$ cat src/fali_pkg.sv
// ----------------------------------------------------------------------------
// fali_pkg - shared definitions for the fixed array list insert core
// Action codes, walk unit command/status types and default sizes.
// ----------------------------------------------------------------------------
package fali_pkg;

    localparam int FALI_CAPACITY     = 64;
    localparam int FALI_PAYLOAD_BITS = 32;

    localparam int KEY_W      = 32;
    localparam int PAY_PORT_W = 32;
    localparam int IDX_W      = 6;
    localparam int CNT_PORT_W = 7;

    localparam logic [1:0] ACT_APPEND  = 2'd0;
    localparam logic [1:0] ACT_PREPEND = 2'd1;
    localparam logic [1:0] ACT_INSERT  = 2'd2;
    localparam logic [1:0] ACT_READ    = 2'd3;

    typedef enum logic [1:0] {
        WALK_HOLD,
        WALK_LOAD,
        WALK_INC,
        WALK_DEC
    } walk_op_t;

    typedef struct packed {
        walk_op_t op;
    } walk_cmd_t;

    typedef struct packed {
        logic at_limit;
        logic key_lt;
    } walk_stat_t;

endpackage

$ cat src/fali_store.sv
// ----------------------------------------------------------------------------
// fali_store - entry memory
// Key and payload arrays, one write port, one read port with registered data.
// ----------------------------------------------------------------------------
module fali_store
    import fali_pkg::*;
#(
    parameter int CAPACITY     = FALI_CAPACITY,
    parameter int PAYLOAD_BITS = FALI_PAYLOAD_BITS
)
(
    input  logic                           clk,
    input  logic                           wr_en,
    input  logic [$clog2(CAPACITY)-1:0]    wr_addr,
    input  logic signed [KEY_W-1:0]        wr_key,
    input  logic [PAYLOAD_BITS-1:0]        wr_payload,
    input  logic                           rd_en,
    input  logic [$clog2(CAPACITY)-1:0]    rd_addr,
    output logic signed [KEY_W-1:0]        rd_key,
    output logic [PAYLOAD_BITS-1:0]        rd_payload
);

    logic signed [KEY_W-1:0]   key_mem [CAPACITY];
    logic [PAYLOAD_BITS-1:0]   pay_mem [CAPACITY];

    always_ff @(posedge clk)
    begin
        if (wr_en)
        begin
            key_mem[wr_addr] <= wr_key;
            pay_mem[wr_addr] <= wr_payload;
        end
    end

    always_ff @(posedge clk)
    begin
        if (rd_en)
        begin
            rd_key     <= key_mem[rd_addr];
            rd_payload <= pay_mem[rd_addr];
        end
    end

endmodule

$ cat config.mk
export PLATFORM = sky130hd
export DESIGN_NAME = fali_store
export DESIGN_NICKNAME = d
export VERILOG_FILES = /design/src/fali_pkg.sv /design/src/fali_store.sv
export SDC_FILE = /design/constraint.sdc
export NUM_CORES = 2
export LEC_CHECK = 0
export ABC_CLOCK_PERIOD_IN_PS = 5500
export BUFFER_PORTS_ARGS = -buffer_cell sky130_fd_sc_hd__buf_4
export CAP_MARGIN = 10
export CORE_MARGIN = 4
export CORE_UTILIZATION = 25
export CTS_CLUSTER_DIAMETER = 120
export CTS_CLUSTER_SIZE = 24
export DETAILED_ROUTE_END_ITERATION = 7
export GPL_TIMING_DRIVEN = 0
export PLACE_DENSITY_LB_ADDON = 0.1
export SKIP_LAST_GASP = 1
export SLEW_MARGIN = 20
export SYNTH_ARGS = -nofsm -noshare
export SYNTH_HDL_FRONTEND = slang
export SYNTH_SLANG_ARGS = --single-unit
export TNS_END_PERCENT = 50
$ cat constraint.sdc
create_clock -name clk -period 5.5 [get_ports clk]
set_input_delay 0.55 -clock clk [delete_from_list [all_inputs] [get_ports clk]]
set_output_delay 0.55 -clock clk [all_outputs]
set_load 0.005 [all_outputs]
* After elaboration in Yosys (flattened, before gate mapping) *
Memories as Yosys holds them, arrays and structs flattened. A register that Yosys moved wholly into a read port is not among the register bits.
Index checks and enable logic that the tools add are counted.

storage, ports and cells
  register bits after elaboration = 0
  bits in writable memories = 4096
  input port bits = 79
  output and inout port bits = 64
  logic and storage cells = 4
  memories kept = 2

memory list
  memory   words  width  read ports  clocked after Yosys merged registers in  write ports  line              text
  key_mem  64     32     1           1                                        1            fali_store.sv:23  logic signed [KEY_W-1:0] key_mem [CAPACITY];
  pay_mem  64     32     1           1                                        1            fali_store.sv:24  logic [PAYLOAD_BITS-1:0] pay_mem [CAPACITY];

operators by class
  mux-type cells = 2

operators by type and width
  operator          number
  1-bit 2-to-1 mux  2

* Logic depth before layout (Yosys ltp) *
  word-level depth = 2
  depth in mapped cells = 9
  mapped depth without buffers = 4

* Worst setup path before layout *
No wires, ideal clock.

  path kind = input to register
  start = input port wr_addr[4]
  end = memory key_mem[16][0] (enable)
  setup time = 0.486 ns
  arrival time = 4.060 ns
  data required time = 5.014 ns
  path slack = 0.954 ns
  cell stages on the path = 4
  buffers on the path = 2
  cell sequence = clkbuf_1 > or3b_2 > clkbuf_1 > nor2_1

RTL lines
  what                line              text
  start: declaration  fali_store.sv:14  input logic [$clog2(CAPACITY)-1:0] wr_addr,
  end: declaration    fali_store.sv:23

Straight into the memory's write port.

==> flow_summary_export.csv <==
group,metric,value,unit
placed_design,dpl_cell_area,179000,um2
sta,finalCritPeriodShare,66.8,%
routing,wire_per_inst,42.3,um
floorplan,die_x,799,um
synth,syn-num-nets,6584,
critical_path,end_kind,"register",
sta,fmax,272,MHz
cts,cts_root_buf,"clkbuf_16",
power_and_ir_drop,fin_total_pwr,0.0565,W
cells_and_area,nNetsFinal,7405,
cts,clk_pin_slew,0.10,ns
global_routing,grt_max_degree,65,
synth,synth.yosys.warnings,0,
floorplan,dieHeight,799,um
critical_path,worst-path-max-fanout,10,
cells_and_area,drive_gt1_share,30.4,%
synth,synth.avg_cell_area,24.1,um2
critical_path,path_class,"input port to register",
cells_and_area,mostFrequentLayoutCell,"edfxtp_1",
power_and_ir_drop,power_density,305,nW/um2
global_routing,first_global_vias,78500,
routing,drcViolationCount,0,
sta,fin_skew,0.0685,ns
floorplan,core-area,624000,um2
synth,ys_seq_area_share,79.8,%
routing,final_antenna_net_count,0,
sta,rsz0062_at_grt,"no",
cts,cts_setup_buffers,0,
global_routing,grt_use_total,20.4,%
critical_path,required,6.30,ns
worst_hold_path,hold_end,"key_mem[25][15]",
power_and_ir_drop,max-vdd-ir-drop,326,uV
floorplan,start_util,25.1,%
cts,cts.sinks,4160,
critical_path,regToRegStartpoint,"key_mem[6][31]",
critical_path,cpMostUsedCell,"buf_2",
worst_hold_path,hold_start,"wr_key[15]",
routing,drt_iter0_drc,9718,
cells_and_area,area_growth,18.1,%
critical_path,r2r_cells,4,
worst_hold_path,hold_path.class,"input port to register",
global_routing,antenna_found_initial,43,
sta,tightest_slew,1.37,ns
sta,maxSlewViolCount,0,
routing,vias,78300,
critical_path,ff2ff_setup_slack,3.11,ns
critical_path,crit_buf_inv,4,
critical_path,start_kind,"input port",
job,drv_cap,0,
cts,cts.htree.levels,4,
synth,synthFlopType,"edfxtp_1",
sta,setup_violations,0,
worst_hold_path,hold_depth,1,
critical_path,max_stage_delay,1.13,ns
sta,fin_crit,3.67,ns
synth,syn_inst,6505,
synth,synth_edf_count,4160,
floorplan,fp-row-count,290,
routing,drtPass1Iterations,5,
placed_design,port_buffers,136,
synth,synth.distinct_cells,29,
cells_and_area,final_util,29.6,%
cts,cts_inserted_buffers,200,
outcome,status,"finished clean",
cells_and_area,layout_common_cells,"edfxtp_1, mux4_2, buf_12, a22oi_1, clkbuf_16",
cells_and_area,finish.instance_area,185000,um2
critical_path,cp_cell_sequence,"buf_2, buf_2, buf_2, buf_2, mux2i_1, a211oi_1, o211a_1",
floorplan,pin_count,143,
sta,slew_headroom,8.37,%
synth,yosys_register_bits,4160,
global_routing,grt_overflow_total,0,
sta,setup-tns-final,0,ns
synth,syn_area,156000,um2
cts,clock_path_buffers,4,
routing,drt_wl_total,665,mm
critical_path,crit_family,"buffers and inverters",
critical_path,cp_slowest_cell,"a211oi_1",
placed_design,globalplace.congestion,0.725,
routing,via_per_inst,4.99,
placed_design,post-dp-hpwl,482,mm
global_routing,grt_pass1_wl,842,mm
floorplan,dieArea,639000,um2
cts,tritoncts,"done",
cts,clk_latency,0.99,ns
sta,finalHoldViolCount,0,
critical_path,worstPathArrival,4.48,ns
power_and_ir_drop,p_leak,55.3,nW
synth,async_reset_ff_share,0,%
critical_path,regToRegEndpoint,"rd_key[31]",
-- Yosys cell counts, types with 7 or more instances --
library cell	number	area, um2
mux4_2	1024	23100
o221ai_1	64	561
buf_6	21	236
buf_1	29	109
buf_2	136	681
a22oi_1	256	1920
nor2_1	110	413
buf_4	50	375
nand2_1	7	26.3
nand3_1	133	666
clkbuf_1	140	526
nor2b_1	7	43.8
edfxtp_1	4160	125000
o22ai_1	102	638
mux2i_1	90	901
a21oi_1	25	125
a211oi_1	63	473
o211a_1	64	641
-- worst max path at each step --
stage                          start        endpoint  slack, ns  cells after the start
final                     rd_addr[2]  rd_payload[25]       1.83                      7
after global placement    wr_addr[1]  key_mem[29][8]      -8.53                      4
after global routing      rd_addr[2]  rd_payload[25]       2.05                      7
after CTS                 rd_addr[2]   rd_payload[9]       2.00                      7
after detailed placement  rd_addr[2]   rd_payload[9]       0.93                      7
after floorplan           wr_addr[4]  key_mem[16][0]       0.95                      4
-- logic make-up (layout without fill, tap and decap cells) --
kind of cell | count (synthesis) | count (layout) | share of synthesized area, %
flops | 4160 | 4160 | 79.8
mux | 1114 | 1114 | 15.3
compound gates | 575 | 575 | 2.79
buf+inv | 378 | 1227 | 1.24
simple gates | 278 | 278 | 0.828
other cells | 0 | 32 | 0
-- power breakdown --
part	leakage [nW]	switching (W)	internal [W]
combinational	15.2	0.00272	0.00126
clock	2.66	0.0105	0.00683
sequential	37.5	0.0000587	0.0351
total	55.3	0.0133	0.0432
-- cell type report --
| class | count | area [um2] |
|---|---|---|
| Tap cell | 8322 | 10400 |
| Fill cell | 60000 | 439000 |
| Buffer | 377 | 2080 |
| Multi-Input combinational cell | 1967 | 30200 |
| Clock inverter | 23 | 309 |
| Clock buffer | 207 | 5140 |
| Antenna cell | 32 | 80.1 |
| Sequential cell | 4160 | 125000 |
| Inverter | 1 | 3.75 |
| Timing Repair Buffer | 619 | 11700 |
-- flip-flops by register name, indices dropped and copies added, names as in the netlist --
register and count:
key_mem 2048, pay_mem 2048, rd_key 32, rd_payload 32
-- per-stage QoR --
step           hold WS, ns  worst slack, ns  cells
2_1_floorplan        0.649            0.954   6505
3_3_place_gp         0.962            -8.53  15000
3_5_place_dp         0.947            0.931  15400
4_1_cts           0.000682             2.00  15700
5_1_grt             0.0482             2.05  15700
6_report            0.0942             1.83  15700
-- routing by layer --
metal	vias to the layer above	GRT usage (%)	routed length [um]
met5	-	0	78
met4	12	5.40	20300
met2	2847	34.8	329000
li1	29700	-	-
met1	45200	27.1	278000
met3	588	3.07	37300
-- what timing repair did --
item,CTS,global route
resized for setup,0,0
endpoints found under the hold margin,119,0
hold buffers,6,0
Note: power is estimated with default switching activity, not from simulation.
