File: src/fali_pkg.sv
// ----------------------------------------------------------------------------
// fali_pkg - shared definitions for the fixed array list insert core
// Action codes, walk unit command/status types and default sizes.
// ----------------------------------------------------------------------------
package fali_pkg;

    localparam int FALI_CAPACITY     = 64;
    localparam int FALI_PAYLOAD_BITS = 32;

    localparam int KEY_W      = 32;
    localparam int PAY_PORT_W = 32;
    localparam int IDX_W      = 6;
    localparam int CNT_PORT_W = 7;

    localparam logic [1:0] ACT_APPEND  = 2'd0;
    localparam logic [1:0] ACT_PREPEND = 2'd1;
    localparam logic [1:0] ACT_INSERT  = 2'd2;
    localparam logic [1:0] ACT_READ    = 2'd3;

    typedef enum logic [1:0] {
        WALK_HOLD,
        WALK_LOAD,
        WALK_INC,
        WALK_DEC
    } walk_op_t;

    typedef struct packed {
        walk_op_t op;
    } walk_cmd_t;

    typedef struct packed {
        logic at_limit;
        logic key_lt;
    } walk_stat_t;

endpackage

File: src/fali_walk.sv
// ----------------------------------------------------------------------------
// fali_walk - shared walk unit
// Position pointer with load/step, limit compare and signed key compare.
// ----------------------------------------------------------------------------
module fali_walk
    import fali_pkg::*;
#(
    parameter int CAPACITY = FALI_CAPACITY
)
(
    input  logic                           clk,
    input  logic                           rst_n,
    input  walk_cmd_t                      cmd,
    input  logic [$clog2(CAPACITY)-1:0]    load_val,
    input  logic [$clog2(CAPACITY)-1:0]    limit,
    input  logic signed [KEY_W-1:0]        key_a,
    input  logic signed [KEY_W-1:0]        key_b,
    output logic [$clog2(CAPACITY)-1:0]    ptr,
    output logic [$clog2(CAPACITY)-1:0]    ptr_prev,
    output walk_stat_t                     stat
);

    localparam int AW = $clog2(CAPACITY);

    logic [AW-1:0] ptr_reg;
    logic [AW-1:0] ptr_next;

    always_comb
    begin
        ptr_next = ptr_reg;
        unique case (cmd.op)
            WALK_HOLD: ptr_next = ptr_reg;
            WALK_LOAD: ptr_next = load_val;
            WALK_INC:  ptr_next = ptr_reg + 1'b1;
            WALK_DEC:  ptr_next = ptr_reg - 1'b1;
            default:   ptr_next = ptr_reg;
        endcase
    end

    always_ff @(posedge clk or negedge rst_n)
    begin
        if (!rst_n)
            ptr_reg <= '0;
        else
            ptr_reg <= ptr_next;
    end

    assign ptr           = ptr_reg;
    assign ptr_prev      = ptr_reg - 1'b1;
    assign stat.at_limit = (ptr_reg == limit);
    assign stat.key_lt   = (key_a < key_b);

endmodule

File: config.mk
export PLATFORM = sky130hd
export DESIGN_NAME = fali_walk
export DESIGN_NICKNAME = d
export VERILOG_FILES = /design/src/fali_pkg.sv /design/src/fali_walk.sv
export SDC_FILE = /design/constraint.sdc
export NUM_CORES = 1
export LEC_CHECK = 0
export BUFFER_PORTS_ARGS = -buffer_cell sky130_fd_sc_hd__buf_2
export CAP_MARGIN = 20
export CORE_ASPECT_RATIO = 0.9
export CORE_MARGIN = 1
export CORE_UTILIZATION = 43
export CTS_CLUSTER_SIZE = 14
export DETAILED_ROUTE_END_ITERATION = 8
export GPL_ROUTABILITY_DRIVEN = 0
export PLACE_DENSITY = 0.92
export RECOVER_POWER = 100
export SETUP_SLACK_MARGIN = 0.4
export SYNTH_ARGS = -nofsm -noshare
export SYNTH_HDL_FRONTEND = slang
export SYNTH_SLANG_ARGS = --single-unit
File: constraint.sdc
create_clock -name clk -period 1.95 [get_ports clk]
set_clock_uncertainty 0.15 [all_clocks]
set_input_delay 0.195 -clock clk [delete_from_list [all_inputs] [get_ports clk]]
set_output_delay 0.195 -clock clk [all_outputs]
set_load 0.1 [all_outputs]
## Word-level counts from Yosys, hierarchy flattened

Cells that the tools add are included.
Widths: inputs -> output; s select.

| word-level totals | value |
|---|---|
| register bits | 6 |
| bits of input ports | 80 |
| output and inout bits | 14 |

| cells by class | value |
|---|---|
| add/sub/neg operators | 2 |
| order comparisons | 1 |
| equal/unequal tests | 4 |
| multiplexer cells | 1 |
| reductions and logical operators | 1 |

Operators by type and width:

| kind | number |
|---|---|
| $lt 32x32->1 | 1 |
| $pmux 6 s3 | 1 |
| $add 6x1->6 const B | 1 |
| $eq 6x6->1 | 1 |
| $sub 6x1->6 const B | 1 |
| $eq 2x2->1 const B | 2 |
| $eq 2x1->1 const B | 1 |
| $logic_not 2->1 | 1 |

## Depth between registers and ports, before layout

Gate-level depths: netlist (run 1).

| logic depth | value |
|---|---|
| depth in word-level cells | 2 |
| mapped depth | 7 |

## Worst setup path after synthesis (run 1)

OpenSTA, ideal clock, no wires.

| timing | value |
|---|---|
| kind | reg2out |
| start | reg ptr_reg[0], in the netlist ptr[0] |
| end | out ptr_prev[2] |
| arrival time | 3.708 ns |
| required time | 1.605 ns |
| path slack | -2.103 ns |
| cell stages (with the launch flop) | 4 |
| cells stage by stage | dfrtp_1 inv_1 ha_1 xor2_1 |

| between the ends | value |
|---|---|
| cells in the longest elaborated chain, start to end | 1 |

Ends and longest elaborated chain:

| what | RTL line | RTL |
|---|---|---|
| from (decl) | fali_walk.sv:25 | `logic [AW-1:0] ptr_reg;` |
| from (signal assigned) | fali_walk.sv:45 | `ptr_reg <= ptr_next;` |
| $sub 6x1->6 | fali_walk.sv:49 | `assign ptr_prev = ptr_reg - 1'b1;` |
| to (decl) | fali_walk.sv:19 | `output logic [$clog2(CAPACITY)-1:0] ptr_prev,` |

No other way between the ends.

==> results.yml, run 1 <==
outcome:
  run_status: "complete, but fails checks"
  violations: "negative setup slack"
routing:
  finalWirelength_mm: 8.56
  routedWlPerCell_um: 24.1
  routed_via_density: 6.26
  final_antenna_net_count: 0
  first_pass_iters: 5
  drt_iter0_markers: 329
  dr_total_vias: 2224
  drc: 0
synthesis:
  synth_area_um2: 1400
  synth_seq_cells: 6
  ys_warn_count: 0
  synth_seq_area_share_pct: 10.7
  syn-num-nets: 301
  avgSynthCellArea_um2: 7.43
  yosysUniqueCellTypes: 38
  async_flop_share_pct: 100
  synthFlopType: "dfrtp_1"
  synth_cells: 188
  synth_edf_count: 0
floorplan:
  dieArea_um2: 3480
  num_rows: 19
  core_um2: 3070
  initial_utilization_pct: 45.6
  die_w_um: 62.1
  die_y_um: 56.1
  io_pins: 94
global_routing:
  antenna_found_initial: 0
  grt_pass1_wl_mm: 8.31
  track_usage_pct: 32.6
  grt_overflow: 0
  first_global_vias: 1857
  grt_max_degree: 14
worst_setup_path:
  start_kind: "input port"
  critPathLaunch: "key_b[21]"
  worst-r2r-cell-count: 7
  worstPathArrival_ps: 1940
  reg2reg_from: "ptr[0]"
  crit_end: "stat[0]"
  required_ps: 1600
  ff2ff_setup_slack_ps: -200
  r2r-end: "ptr[2]"
  crit_type: "in -> out"
  crit_path_max_fanout: 2
  end_kind: "primary output"
place:
  io_buffers: 93
  placed_cell_area_um2: 2350
  hpwl_mm: 3.73
  dp.cells: 324
sta:
  min_period_ps: 2290
  rsz0062_at_grt: "yes"
  slew_headroom_pct: 63.5
  finalSetupViolCount: 11
  finalWorstSetupSlack_ps: -340
  finalMaxSlewViolations: 0
  max_clock_freq_mhz: 437
  tightest_slew_ps: 549
  finalCritPeriodShare_pct: 117
  hold_violations: 0
clock_network:
  clk_pin_slew_ps: 70
  cts_tree: "yes"
  cts_buffer_depth: 2
  clock_sinks: 6
  cts_buffers: 3
  root_buffer: "clkbuf_4"
  cts_max_level: 1
  clk_latency_ps: 280
finish:
  stdcell_area_um2: 2870
  final_cells: 355
  final.fill_count: 97
  diodes: 0
  largest_reg_flops: 6
  nets: 428
  area_growth_pct: 105
  layout-drive-gt1-share_pct: 61.0
pwr:
  vdd_ir_drop_max_v: 0.000908
  p_per_area_nw_per_um2: 929
  p_leak_uw: 0.00143
job:
  cap_violations: 0
worst_hold_path:
  hp-class: "in -> reg"
## stage by stage
step                      worst slack, ps  setup TNS [ps]  hold slack [ps]  total power (uW)  utilization, %
after CTS                           -80.7            -158             22.9              2220            86.7
after detailed placement             -211            -211             -126              1840            76.5
after floorplan                      -593           -4460             -251              1410               -
after global placement               -115            -115             -129              1800            76.5
final                                -340           -1580             35.6              2660            93.5
after global routing                 -404           -1630             28.2              2730            93.5
## final cells by class
type	count	area, um2	share of cell area [%]
Clock buffer	3	22.5	0.785
Sequential cell	6	166	5.80
Multi-Input combinational cell	136	1470	51.4
Tap cell	42	52.6	1.83
Timing Repair Buffer	128	963	33.6
Inverter	40	190	6.63
## cells by family (layout without fill, tap and decap cells)
group	Yosys count	count (layout)	share of synthesized area, %
AOI/OAI and AO/OA	38	38	17.0
xor gates and xnor gates	12	12	7.52
adders and majority gates	33	33	29.5
buffers and inverters	46	171	14.2
DFF	6	6	10.7
muxes	3	3	2.15
and+or+nand+nor	50	50	18.8
## critical path, cell delays in order
cell and delay (ps):
buf_2 130, inv_1 60, ha_1 290, a21oi_1 230
o21ai_0 140, a221oi_2 350, o2111ai_2 170, o22ai_4 170
buf_12 200
## metal layers
layer  routed length, um  global-route usage, %  part of all wire [%]  up-vias
li1                    -                      -                     -      901
met1                2810                   38.2                    33     1003
met2                3840                   52.9                    45      228
met3                1040                   6.98                    12       92
met4                 871                   18.4                    10        0
met5                   0                      0                     0        -
## repair_timing
| item | in CTS | in global routing |
|---|---|---|
| pin swaps | 23 | 7 |
| resized for setup | 37 | 24 |
| setup buffers | 17 | 10 |
| setup endpoints to repair | 17 | 16 |
| hold endpoints to repair | 6 | 0 |
| hold buffers | 1 | 0 |
## power breakdown
part	internal, uW	leakage, uW	total (uW)	switching, uW
Clock	71.3	0.0000138	147	75.7
Sequential	173	0.0000651	292	119
Combinational	908	0.00135	2230	1320
Total	1150	0.00143	2660	1510
## worst min path at each step
stage                        end  cells after the start  slack (ps)         from
after floorplan           ptr[4]                      0        -250        rst_n
after global placement    ptr[1]                      1        -130        rst_n
after detailed placement  ptr[1]                      1        -130        rst_n
after CTS                 ptr[2]                      3          20  load_val[2]
after global routing      ptr[3]                      2          30  load_val[3]
final                     ptr[3]                      2          40  load_val[3]
## cells in the final DEF (no fill, tap or decap), types with 3 or more instances in the layout
cell,Yosys,final
xor2_4,0,3
ha_1,33,23
dfrtp_4,0,4
nor3_1,4,3
buf_12,0,12
clkbuf_2,0,5
inv_1,40,28
a21oi_1,14,9
nand2_1,14,12
buf_2,3,73
o21ai_0,8,5
clkbuf_4,0,5
ha_4,0,10
buf_6,1,11
nand3_1,6,6
nor2_1,9,8
nand4_1,4,4
inv_2,0,6
buf_4,1,22
a21oi_2,0,5
## cells in the mapped netlist, drive strengths merged (5+ instances only)
| master | number | area (um2) |
|---|---|---|
| a21oi | 14 | 70.1 |
| nand3 | 6 | 30.0 |
| dfrtp | 6 | 150 |
| nor2 | 9 | 33.8 |
| nor3 | 5 | 30.0 |
| buf | 6 | 48.8 |
| xnor2 | 6 | 52.6 |
| inv | 40 | 150 |
| o21ai | 8 | 40.0 |
| nand2 | 14 | 52.6 |
| ha | 33 | 413 |
| xor2 | 6 | 52.6 |
Note: power is estimated with default switching activity, not from simulation.
==> run 2, diff against run 1 <==
Settings changed: MAX_ROUTING_LAYER set to met4.
==> results.yml, run 2 (synthesis results as in run 1) <==
outcome:
  run_status: "complete, but fails checks"
  violations: "negative setup slack"
finish:
  nets: 428
  mostFrequentLayoutCell: "buf_2"
  fin_util_pct: 93.2
  layout-drive-gt1-share_pct: 60.4
  area_growth_pct: 105
  final_cells: 356
  layout_common_cells: "buf_2 (73), inv_1 (28), ha_1 (23)"
  largest_reg_flops: 6
  stdcell_area_um2: 2860
worst_setup_path:
  end_kind: "primary output"
  reg2reg_from: "ptr[0]"
  crit_type: "in -> out"
  required_ps: 1600
  critPathLaunch: "key_b[24]"
  start_kind: "input port"
  crit_path_max_fanout: 2
  worstPathArrival_ps: 1850
routing:
  drt_iter0_markers: 268
  dr_total_vias: 2230
  first_pass_iters: 5
  finalWirelength_mm: 8.42
  routedWlPerCell_um: 23.7
  final_antenna_net_count: 0
  drc: 0
  routed_via_density: 6.26
global_routing:
  antenna_found_initial: 1
  first_global_vias: 1860
  track_usage_pct: 33.5
  grt_overflow: 0
  grt_max_degree: 14
  grt_pass1_wl_mm: 8.32
floorplan:
  core_um2: 3070
  io_pins: 94
  num_rows: 19
  die_y_um: 56.1
  dieArea_um2: 3480
  initial_utilization_pct: 45.6
  die_w_um: 62.1
job:
  cap_violations: 0
sta:
  finalCritPeriodShare_pct: 113
  tightest_slew_ps: 554
  min_period_ps: 2200
  finalMaxSlewViolations: 0
  rsz0062_at_grt: "yes"
  finalWorstSetupSlack_ps: -246
  hold_violations: 0
  finalSetupViolCount: 11
  max_clock_freq_mhz: 455
  slew_headroom_pct: 63.2
clock_network:
  clock_sinks: 6
  clk_pin_slew_ps: 50
  root_buffer: "clkbuf_4"
  cts_max_level: 1
  cts_buffer_depth: 2
  clk_latency_ps: 270
  cts_tree: "yes"
  cts_buffers: 3
worst_hold_path:
  hp-class: "in -> reg"
  holdCritStartpoint: "load_val[4]"
pwr:
  vdd_ir_drop_max_v: 0.000851
  p_leak_uw: 0.00142
  p_per_area_nw_per_um2: 917
place:
  placed_cell_area_um2: 2350
  dp.cells: 324
  hpwl_mm: 3.73
  io_buffers: 93
[run 2: cell types whose count changed in the layout (fill, tap and decap cells not counted), sizes merged]
cell and change:
clkbuf +1, diode +1, buf -1
[run 2: worst max-delay path: stages]
cell and delay, ps:
buf_2 80, inv_1 40, ha_1 290, nand4_1 190, nor4_4 360, a211oi_2 150
buf_4 160, o22ai_4 170, buf_12 200
[run 2: final timing paths]
kind | slack, ps | cells past startpoint | endpoint
setup / recovery | -250 | 9 | stat[0]
hold / removal | 50 | 3 | ptr[4]
setup reg to reg | -190 | 6 | ptr[5]
hold reg to reg | 660 | 2 | ptr[4]
max in group asynchronous | 1080 | 2 | ptr[5]
min in group asynchronous | 220 | 2 | ptr[2]
[run 2: area by class of cell]
class | count | area, um2
diodes | 1 | 2.50
clock buffers | 3 | 22.5
fillers | 97 | 208
inverters | 40 | 190
multi-input cells | 136 | 1470
flip-flops and latches | 6 | 163
well taps | 42 | 52.6
repair buffers | 128 | 956
[run 2: timing repair]
item / 4_1_cts / 5_1_grt
endpoints found under the setup margin: 17 / 16
pin swaps: 23 / 7
buffers inserted: 17 / 10
gates resized for setup: 37 / 25
endpoints found under the hold margin: 6 / 0
hold buffers: 1 / 0
[run 2: power breakdown]
group	internal, uW	switching (uW)
Combinational	903	1300
Clock	71.0	64.4
Sequential	167	115
[run 2: per-stage QoR]
step                total power [uW]  setup TNS [ps]  hold WS, ps  setup slack (ps)
floorplan                       1410           -4460         -251              -593
global placement                1800            -115         -129              -115
detailed placement              1840            -211         -126              -211
CTS                             2220            -158         22.9             -80.7
global route                    2690           -1730         46.0              -251
finish                          2620           -1650         50.5              -246
[run 2: metal layers]
layer | share of wire, % | track usage (%)
met4 | 7.9 | 19.0
met1 | 33 | 38.6
met2 | 47 | 52.6
met3 | 12 | 6.51
met5 | 0 | -
